`src/design/sfcan_pkg.sv`:
```
// ----------------------------------------------------------------------------
// sfcan_pkg
// Shared constants, register indexes, checksum mode codes and CRC byte-update
// functions for the serial frame checksum unit.
// ----------------------------------------------------------------------------
`default_nettype none

package sfcan_pkg;

  localparam int RX_BUFFER_BYTES = 64;
  localparam int CNT_W           = $clog2(RX_BUFFER_BYTES);

  // configuration register indexes
  localparam logic [2:0] REG_CHECKSUM_MODE    = 3'd0;
  localparam logic [2:0] REG_ACK_ENABLE       = 3'd1;
  localparam logic [2:0] REG_ACK_VALUE        = 3'd2;
  localparam logic [2:0] REG_NAK_ENABLE       = 3'd3;
  localparam logic [2:0] REG_NAK_VALUE        = 3'd4;
  localparam logic [2:0] REG_DELIMITER_ENABLE = 3'd5;
  localparam logic [2:0] REG_DELIMITER_VALUE  = 3'd6;

  // checksum modes
  localparam logic [2:0] MODE_NONE   = 3'd0;
  localparam logic [2:0] MODE_XOR    = 3'd1;
  localparam logic [2:0] MODE_SUM    = 3'd2;
  localparam logic [2:0] MODE_CRC8   = 3'd3;
  localparam logic [2:0] MODE_CRC16  = 3'd4;
  localparam logic [2:0] MODE_HEADER = 3'd5;

  localparam logic [7:0]  HEADER_BYTE = 8'h80;
  localparam logic [15:0] CRC16_INIT  = 16'hFFFF;
  localparam logic [7:0]  CRC8_POLY   = 8'h07;
  localparam logic [15:0] CRC16_POLY  = 16'hA001;

  // crc-8, polynomial 0x07, msb first
  function automatic logic [7:0] crc8_next(input logic [7:0] crc, input logic [7:0] b);
    logic [7:0] c;
    c = crc ^ b;
    for (int i = 0; i < 8; i++) begin
      c = c[7] ? ((c << 1) ^ CRC8_POLY) : (c << 1);
    end
    return c;
  endfunction

  // modbus crc-16, reflected polynomial 0xa001
  function automatic logic [15:0] crc16_next(input logic [15:0] crc, input logic [7:0] b);
    logic [15:0] c;
    c = crc ^ {8'h00, b};
    for (int i = 0; i < 8; i++) begin
      c = c[0] ? ((c >> 1) ^ CRC16_POLY) : (c >> 1);
    end
    return c;
  endfunction

endpackage

`default_nettype wire

```
`src/design/serial_frame_checksum_ack_nak_unit.sv`:
```
// ----------------------------------------------------------------------------
// serial_frame_checksum_ack_nak_unit
// Forwards received bytes, closes frames and checks their trailing checksum,
// giving an acknowledge or negative acknowledge byte at frame close when enabled.
// ----------------------------------------------------------------------------
// One result per received byte. Each taken byte's result appears in the
// output register on the following cycle; running checksums are updated in
// the same cycle, so throughput is one byte per clock while in_stall is low.
// The only back-pressure comes from the output register: in_stall is high
// while it holds a result and out_stall is high. Configuration writes are
// always taken (cfg_ready is tied high) and should only be made while idle.
`default_nettype none

module serial_frame_checksum_ack_nak_unit
  import sfcan_pkg::*;
(
  input  wire logic       clk,
  input  wire logic       rst,
  // configuration
  input  wire logic       cfg_valid,
  output logic            cfg_ready,
  input  wire logic [2:0] cfg_index,
  input  wire logic [7:0] cfg_data,
  // receive side
  input  wire logic       in_valid,
  output logic            in_stall,
  input  wire logic [7:0] rx_byte,
  input  wire logic       chunk_end,
  // result side
  output logic            out_valid,
  input  wire logic       out_stall,
  output logic [7:0]      fwd_byte,
  output logic            fwd_last,
  output logic            reply_valid,
  output logic [7:0]      reply_byte,
  output logic            frame_ok
);

  // configuration registers
  logic [2:0] checksum_mode;
  logic       ack_enable;
  logic [7:0] ack_value;
  logic       nak_enable;
  logic [7:0] nak_value;
  logic       delimiter_enable;
  logic [7:0] delimiter_value;

  // frame state
  logic [CNT_W-1:0] byte_count;
  logic [7:0]       prev_byte_one;
  logic [7:0]       prev_byte_two;
  logic [7:0]       run_xor;
  logic [7:0]       run_sum;
  logic [7:0]       run_crc8;
  logic [15:0]      run_crc16;
  logic [7:0]       header_sum;
  logic             header_ok;

  logic             in_take;
  logic [CNT_W:0]   count_inc;
  logic             close;
  logic             ok;
  logic [15:0]      crc16_tail;
  logic [15:0]      crc16_next_val;
  logic             reply_valid_next;
  logic [7:0]       reply_byte_next;

  assign cfg_ready = 1'b1;
  assign in_stall  = out_valid & out_stall;
  assign in_take   = in_valid & ~in_stall;

  always_ff @(posedge clk) begin
    if (rst) begin
      checksum_mode    <= MODE_NONE;
      ack_enable       <= 1'b0;
      ack_value        <= 8'h00;
      nak_enable       <= 1'b0;
      nak_value        <= 8'h00;
      delimiter_enable <= 1'b0;
      delimiter_value  <= 8'h00;
    end else if (cfg_valid && cfg_ready) begin
      case (cfg_index)
        REG_CHECKSUM_MODE:    checksum_mode    <= cfg_data[2:0];
        REG_ACK_ENABLE:       ack_enable       <= cfg_data[0];
        REG_ACK_VALUE:        ack_value        <= cfg_data;
        REG_NAK_ENABLE:       nak_enable       <= cfg_data[0];
        REG_NAK_VALUE:        nak_value        <= cfg_data;
        REG_DELIMITER_ENABLE: delimiter_enable <= cfg_data[0];
        REG_DELIMITER_VALUE:  delimiter_value  <= cfg_data;
        default: ;
      endcase
    end
  end

  assign count_inc      = {1'b0, byte_count} + {{CNT_W{1'b0}}, 1'b1};
  assign crc16_next_val = crc16_next(run_crc16, prev_byte_two);
  assign crc16_tail     = (byte_count >= CNT_W'(2)) ? crc16_next_val : run_crc16;

  always_comb begin
    close = delimiter_enable ? (rx_byte == delimiter_value) : chunk_end;
    if (count_inc >= (CNT_W+1)'(RX_BUFFER_BYTES)) begin
      close = 1'b1;
    end
  end

  always_comb begin
    ok = 1'b0;
    if (close) begin
      case (checksum_mode)
        MODE_XOR:    ok = (run_xor == rx_byte);
        MODE_SUM:    ok = (run_sum == rx_byte);
        MODE_CRC8:   ok = (run_crc8 == rx_byte);
        MODE_CRC16:  ok = (byte_count >= CNT_W'(1)) && (prev_byte_one == crc16_tail[7:0])
                          && (rx_byte == crc16_tail[15:8]);
        MODE_HEADER: ok = (byte_count >= CNT_W'(3)) && header_ok && (header_sum == rx_byte);
        default:     ok = 1'b0;
      endcase
    end
  end

  always_comb begin
    reply_valid_next = 1'b0;
    reply_byte_next  = 8'h00;
    if (close && checksum_mode != MODE_NONE) begin
      if (ok && ack_enable) begin
        reply_valid_next = 1'b1;
        reply_byte_next  = ack_value;
      end else if (!ok && nak_enable) begin
        reply_valid_next = 1'b1;
        reply_byte_next  = nak_value;
      end
    end
  end

  // running frame state
  always_ff @(posedge clk) begin
    if (rst) begin
      byte_count    <= '0;
      prev_byte_one <= 8'h00;
      prev_byte_two <= 8'h00;
      run_xor       <= 8'h00;
      run_sum       <= 8'h00;
      run_crc8      <= 8'h00;
      run_crc16     <= CRC16_INIT;
      header_sum    <= 8'h00;
      header_ok     <= 1'b1;
    end else if (in_take) begin
      if (close) begin
        byte_count    <= '0;
        prev_byte_one <= 8'h00;
        prev_byte_two <= 8'h00;
        run_xor       <= 8'h00;
        run_sum       <= 8'h00;
        run_crc8      <= 8'h00;
        run_crc16     <= CRC16_INIT;
        header_sum    <= 8'h00;
        header_ok     <= 1'b1;
      end else begin
        byte_count    <= count_inc[CNT_W-1:0];
        prev_byte_one <= rx_byte;
        prev_byte_two <= prev_byte_one;
        run_xor       <= run_xor ^ rx_byte;
        run_sum       <= run_sum + rx_byte;
        run_crc8      <= crc8_next(run_crc8, rx_byte);
        run_crc16     <= crc16_tail;
        if (byte_count < CNT_W'(3)) begin
          if (rx_byte != HEADER_BYTE) begin
            header_ok <= 1'b0;
          end
        end else begin
          header_sum <= header_sum + rx_byte;
        end
      end
    end
  end

  // result register
  always_ff @(posedge clk) begin
    if (rst) begin
      out_valid <= 1'b0;
    end else if (in_take) begin
      out_valid <= 1'b1;
    end else if (!out_stall) begin
      out_valid <= 1'b0;
    end
  end

  always_ff @(posedge clk) begin
    if (in_take) begin
      fwd_byte    <= rx_byte;
      fwd_last    <= close;
      reply_valid <= reply_valid_next;
      reply_byte  <= reply_byte_next;
      frame_ok    <= ok;
    end
  end

endmodule

`default_nettype wire
```
`config.mk`:
```
export PLATFORM = sky130hd
export DESIGN_NAME = serial_frame_checksum_ack_nak_unit
export DESIGN_NICKNAME = d
export VERILOG_FILES = /design/src/design/sfcan_pkg.sv /design/src/design/serial_frame_checksum_ack_nak_unit.sv
export SDC_FILE = /design/constraint.sdc
export NUM_CORES = 1
export LEC_CHECK = 0
export BUFFER_PORTS_ARGS = -buffer_cell sky130_fd_sc_hd__buf_2
export CELL_PAD_IN_SITES_DETAIL_PLACEMENT = 1
export CELL_PAD_IN_SITES_GLOBAL_PLACEMENT = 2
export CORE_ASPECT_RATIO = 1.1
export CORE_MARGIN = 8
export CORE_UTILIZATION = 40
export CTS_CLUSTER_SIZE = 40
export DETAILED_ROUTE_END_ITERATION = 16
export HOLD_SLACK_MARGIN = 0.05
export MAX_ROUTING_LAYER = met4
export PLACE_DENSITY = 0.94
export SYNTH_ARGS = -nofsm -noshare
export SYNTH_HDL_FRONTEND = slang
export SYNTH_SLANG_ARGS = --single-unit
```
`constraint.sdc`:
```
create_clock -name clk -period 8.6 [get_ports clk]
set_clock_uncertainty 0.05 [all_clocks]
set_input_delay 0.43 -clock clk [delete_from_list [all_inputs] [get_ports clk]]
set_output_delay 0.43 -clock clk [all_outputs]
set_load 0.02 [all_outputs]
```
Yosys cells after proc, flatten, opt, wreduce, memory -nomap -nowiden

Index checks and enable logic that the tools add are counted.

Flip-flop bits (word level): 121
Latch bits: 0
RAM bits: 0
ROM bits: 0
Memories kept: 0

Add/subtract/negate cells: 3
Multiply operators: 0
Divide/modulo/power cells: 0
$lt $le $gt $ge: 5
Equality and inequality tests: 21
Shift-type cells: 0
Muxes and demuxes: 39
Bitwise gates (word level): 22
Reduce and logical (&&, ||, !) cells: 21

Operator list:

| kind                  | count |
|---|---|
| $mux W16              | 10 |
| $mux W8               | 9 |
| $eq A8 B8 Y1          | 7 |
| $mux W3               | 8 |
| $not A2 Y3            | 8 |
| $not A3 Y3            | 8 |
| $add A8 B8 Y8         | 2 |
| $reduce_and A2 Y1     | 8 |
| $xor A16 B8 Y16       | 1 |
| $xor A8 B8 Y8         | 2 |
| $eq A3 B3 Y1 const B  | 5 |
| $eq A3 B2 Y1 const B  | 4 |
| $ge A6 B2 Y1 const B  | 2 |
| $mux W1               | 10 |
| $ne A8 B8 Y1 const B  | 1 |
| $add A6 B1 Y7 const B | 1 |
| $ge A7 B7 Y1 const B  | 1 |
| $logic_and A1 B1 Y1   | 7 |
| $eq A3 B1 Y1 const B  | 2 |
| $ge A6 B1 Y1 const B  | 1 |
| $lt A6 B2 Y1 const B  | 1 |
| $mux W6               | 1 |
| $pmux W1 S5           | 1 |
| $reduce_bool A2 Y1    | 2 |
| 8 further kinds       | 9 |

Depth between registers and ports, before layout

Word-level depth: 27
Gate-level depth with buffers: 12

Worst setup path after synthesis

Ideal clock, no wire load.

Path kind: register to register
Start: reg byte_count[2]
End: reg reply_byte[0], data pin
Library setup time: 0.256 ns
Arrival: 2.678 ns
Required time: 8.294 ns
Setup slack: 5.616 ns
Cell stages (with the launch flop): 12
Clock period less this slack: 2.984 ns
Path through: dfxtp_1 -> or4_4 -> nor3_1 -> buf_2 -> nor3_1 -> or3b_1 -> nand3_2 -> nor4_1 -> a311o_2 -> and3_4 -> buf_6 -> a22o_1

Cells in the longest elaborated chain, start to end: 11

RTL lines:

| item                   | RTL line                                  | text |
|---|---|---|
| from (decl)            | serial_frame_checksum_ack_nak_unit.sv:49  | `logic [CNT_W-1:0] byte_count;` |
| from (signal assigned) | serial_frame_checksum_ack_nak_unit.sv:159 | `byte_count <= count_inc[CNT_W-1:0];` |
| $ge A6 B2 Y1           | serial_frame_checksum_ack_nak_unit.sv:97  | `assign crc16_tail = (byte_count >= CNT_W'(2)) ? crc16_next_val : run_crc16;` |
| $mux W16               | serial_frame_checksum_ack_nak_unit.sv:97  |  |
| $eq A8 B8 Y1           | serial_frame_checksum_ack_nak_unit.sv:113 | `MODE_CRC16: ok = (byte_count >= CNT_W'(1)) && (prev_byte_one == crc16_tail[7:0])` |
| $logic_and A1 B1 Y1    | serial_frame_checksum_ack_nak_unit.sv:113 |  |
| $logic_and A1 B1 Y1    | serial_frame_checksum_ack_nak_unit.sv:114 | `&& (rx_byte == crc16_tail[15:8]);` |
| $pmux W1 S5            | serial_frame_checksum_ack_nak_unit.sv:109 | `case (checksum_mode)` |
| $mux W1                | serial_frame_checksum_ack_nak_unit.sv:108 | `if (close) begin` |
| $logic_not A1 Y1       | serial_frame_checksum_ack_nak_unit.sv:128 | `end else if (!ok && nak_enable) begin` |
| $logic_and A1 B1 Y1    | serial_frame_checksum_ack_nak_unit.sv:128 |  |
| $mux W8                | serial_frame_checksum_ack_nak_unit.sv:128 |  |
| $mux W8                | serial_frame_checksum_ack_nak_unit.sv:125 | `if (ok && ack_enable) begin` |
| to (signal assigned)   | serial_frame_checksum_ack_nak_unit.sv:193 | `reply_byte <= reply_byte_next;` |
| to (decl)              | serial_frame_checksum_ack_nak_unit.sv:35  | `output logic [7:0] reply_byte,` |

Parallel ways exist; a longest one is shown, timed or not.
A chain may end at the register's enable or synchronous reset.

Worst setup path in the final report

Start: reg byte_count[2]
End: reg reply_byte[4], data pin

The elaborated chain is that of the path after synthesis.

==> impl_results.md <==
- Final min period: 3.66 ns
- Worst hold path type: in2reg
- Cell Area, Synth: 6310 um^2
- RR Endpoint: reply_byte[4]$_SDFFCE_PN0P_
- Root Buffer Master: clkbuf_16
- Routed via count: 5499
- Simple-gate share of the synthesized area: 20.4%
- Clock power share: 48.4%
- Post-synth EDFFs: 19
- Worst Hold Launch: in_valid
- Worst path max stage delay: 0.82 ns
- Ys async rst share: 0%
- Std-Cell Rows: 48
- Fraction of synthesized cell area in xor and xnor cells: 13.4%
- Hold EP: out_valid$_SDFFE_PP0P_
- Pin count of the biggest net entering global routing: 76
- Sw Share: 27.5%
- Mapped Nets: 783
- FF-to-FF setup slack: 4.94 ns
- Worst vdd ir: 0.000124 V
- Post-Route WL: 19.3 mm
- Synth Area in Adders: 4.20%
- Ant diodes: 0
- Area growth, synth to finish: 15.8%
- Post-synthesis compound-gate area fraction: 13.5%
- Slew HR: 29.7%
- PnR Total Power: 1.60 mW
- Clock slew at reported path FFs: 0.06 ns
- Cells after DPL: 948
- Hold depth: 3
- Slew Limit Fails: 0
- Req. time, crit path: 8.84 ns
- TritonCTS buffer count: 17
- Hpwl dp: 12.9 mm
- GP Congestion: 0.885
- Post-CTS Hold Fix Bufs: 0
- Gr usage total: 20.7%
- Sw Pwr: 440 uW
- RSZ-0062 raised after global routing: no
- Crit-path leading delay family: simple AND/OR/NAND/NOR gates
- FF-to-FF Start: byte_count[2]$_SDFFE_PP0P_
- CP cell instances: or4_4 > nor3_1 > nor3_1 > or3b_1 > nand3_2 > nor4_1 > a311o_2 > nor2_2 > a22o_1
- Critical path launch point type: flip-flop
- CTS max path bufs: 2
- Distinct cells, synth: 58
- Drt pass-1 iters: 5
- Syn Area/Cell: 8.55 um^2
- First-pass GRT wire length: 31.6 mm
- Synth top area share: 32.3%
- I/O Pins: 47
- Number of nets in the layout: 812
- Critical path class: reg2reg
- Critical Path AT: 3.90 ns
- Main combinational cell family by area after synthesis: simple AND/OR/NAND/NOR gates
- Starting Density: 40.6%
- Top post-synthesis cells by area: dfxtp_1 (32%), edfxtp_1 (9.0%), nand2_1 (8.5%)
- Least-Margin Pin Slew: 1.05 ns
- WL per Instance: 19.7 um
- Pwr/cell area: 219 nW/um^2
- CP dominant cell by count: nor3_1
- H-tree Lvls: 4
- Grt total ovfl: 0
- Fraction of synthesized area in multiplexers: 3.35%
- Origin of the worst setup path: byte_count[2]$_SDFFE_PP0P_
- Max-Cap Viols: 0
- Internal power: 1.16 mW
- Share of layout cells above drive strength 1: 11.8%
- Clock Latency Late Sink: 0.43 ns
- Die W: 136 um
- Seq pwr share: 38.5%
- Vias per Instance: 5.61
- Post-CTS sizing: 0
- Ys Warns: 0
- Port-buffer cells: 45
- Worst-case reg-to-reg path depth: 9
- Final Hold Vio Count: 0
- Setup TNS: 0 ns
- Die area: 20100 um^2
- Initial antenna violation count: 0
- Die Y-Extent: 148 um
- Clk sinks: 121
- CTS tree: built
- Initial DRC count: 241
- Post-CTS setup buffer count: 0
- Vias in the first global route: 6170
- Leading area contributor after synthesis: dfxtp_1
- Final setup violation count: 0
- Period utilization: 42.5%
- ANT nets after route: 0
- Critical Path End Type: flip-flop
- Finished Layout Cells: 980
- Remaining DRCs: 0
- Status: finished, final reports clean
- Max Fclk: 273 MHz
- Ys flop type: dfxtp_1
- Combinational share of power: 13.1%
- Core area: 15600 um^2
- Critical path fanouts, max: 11
- Sequential element share of the synthesized area: 41.4%
- Synth Register Bits: 121
- Crit-path slowest cell: nor3_1
- Cells after Synth: 738
- Worst path buffer plus inverter count: 0
- LEAKAGE: 2.84 nW
-- state kept, by name, summed over array words and instances (netlist names) --
| name | count |
|---|---|
| fwd_last | 1 |
| run_sum | 8 |
| out_valid | 1 |
| prev_byte_one | 8 |
| checksum_mode | 3 |
| fwd_byte | 8 |
| ack_value | 8 |
| run_crc8 | 8 |
| reply_byte | 8 |
| delimiter_value | 8 |
| run_xor | 8 |
| header_sum | 8 |
| reply_valid | 1 |
| run_crc16 | 16 |
| nak_value | 8 |
| header_ok | 1 |
| byte_count | 6 |
| ack_enable | 1 |
| frame_ok | 1 |
| delimiter_enable | 1 |
| prev_byte_two | 8 |
| nak_enable | 1 |
-- per-layer routing --
layer / global-route usage, % / wire (um)
met1: 22.8 / 8140
met2: 34.7 / 9800
met3: 4.51 / 705
met4: 9.62 / 661
met5: - / 0
-- how the worst max path moves through the flow --
stage | depth (start not counted) | end | slack [ns]
after floorplan | 11 | reply_byte[0]$_SDFFCE_PN0P_ | 5.62
after global placement | 9 | reply_byte[5]$_SDFFCE_PN0P_ | 5.13
after detailed placement | 9 | reply_byte[0]$_SDFFCE_PN0P_ | 5.03
after CTS | 9 | reply_byte[5]$_SDFFCE_PN0P_ | 5.00
after global routing | 8 | reply_byte[5]$_SDFFCE_PN0P_ | 4.69
final | 9 | reply_byte[4]$_SDFFCE_PN0P_ | 4.94
-- metrics by stage --
step	hold slack, ns	worst slack [ns]	area [um^2]	util [%]
finish	0.198	4.94	7310	47.0
detailed placement	0.400	5.03	6660	42.8
global route	0.207	4.69	7310	47.0
floorplan	0.365	5.62	6310	-
CTS	0.199	5.00	7310	47.0
global placement	0.391	5.13	6660	42.8
-- power by group through the flow --
stage,Clock (mW),Sequential [mW],Combinational [mW]
3_3_place_gp,0,0.626,0.194
2_1_floorplan,0,0.628,0.144
3_5_place_dp,0,0.628,0.203
4_1_cts,0.785,0.616,0.209
5_1_grt,0.811,0.618,0.229
6_report,0.774,0.616,0.209
-- worst reg2reg max path, stage by stage, from the launching register on --
cell and delay, ns:
dfxtp_1 0.36, or4_4 0.57, nor3_1 0.82, nor3_1 0.14, or3b_1 0.41, nand3_2 0.09, nor4_1 0.06, a311o_2 0.46
nor2_2 0.34, a22o_1 0.24
-- synth_stat cells (2+ instances only) --
master	instances
or3_1	2
clkbuf_1	33
xnor2_1	54
fa_1	2
ha_1	18
a22oi_1	8
nand3_1	36
o22ai_1	3
nor4b_1	3
nor3_1	17
a31oi_1	2
buf_2	3
nor3b_1	4
a22o_1	9
o21ai_0	12
edfxtp_1	19
nand4_1	5
dfxtp_1	102
o21bai_1	5
a21oi_1	72
o221ai_1	2
and2_1	2
xor2_1	37
mux2i_1	20
inv_1	16
nor2b_1	6
nor2_1	49
nor4_1	7
or4_1	2
a21o_1	3
o211ai_1	13
buf_6	2
nand2_1	143
nand2b_1	3
-- cell families (layout without fill, tap and decap cells) --
| group | Yosys count | count (layout) |
|---|---|---|
| compound gates | 138 | 138 |
| xor+xnor | 93 | 93 |
| mux | 21 | 21 |
| buf+inv | 57 | 99 |
| fa+ha+maj | 20 | 20 |
| flops | 121 | 121 |
| simple gates | 287 | 287 |
| other cells | 1 | 1 |
-- area by class of cell --
| type | instances | area [um^2] |
|---|---|---|
| repair buffers | 50 | 263 |
| multi-input cells | 560 | 3470 |
| clock inverters | 12 | 146 |
| clock buffers | 20 | 500 |
| well taps | 200 | 250 |
| inverters | 17 | 63.8 |
| flip-flops and latches | 121 | 2610 |
| fillers | 1864 | 8250 |
-- cell usage in the layout (no fill, tap or decap), types with 6 or more instances in the layout --
cell,synthesis,routed
nor2b_1,6,6
o21ai_0,12,12
o211ai_1,13,13
clkbuf_16,0,20
xnor2_1,54,54
dfxtp_1,102,102
buf_2,3,45
nor4_1,7,7
a22oi_1,8,8
nor3_1,17,17
mux2i_1,20,20
xor2_1,37,37
nor2_1,49,49
nand2_1,143,143
ha_1,18,18
inv_1,16,15
edfxtp_1,19,19
nand3_1,36,36
a21oi_1,72,72
a22o_1,9,9
No activity file was read; power rests on OpenSTA's default activity.
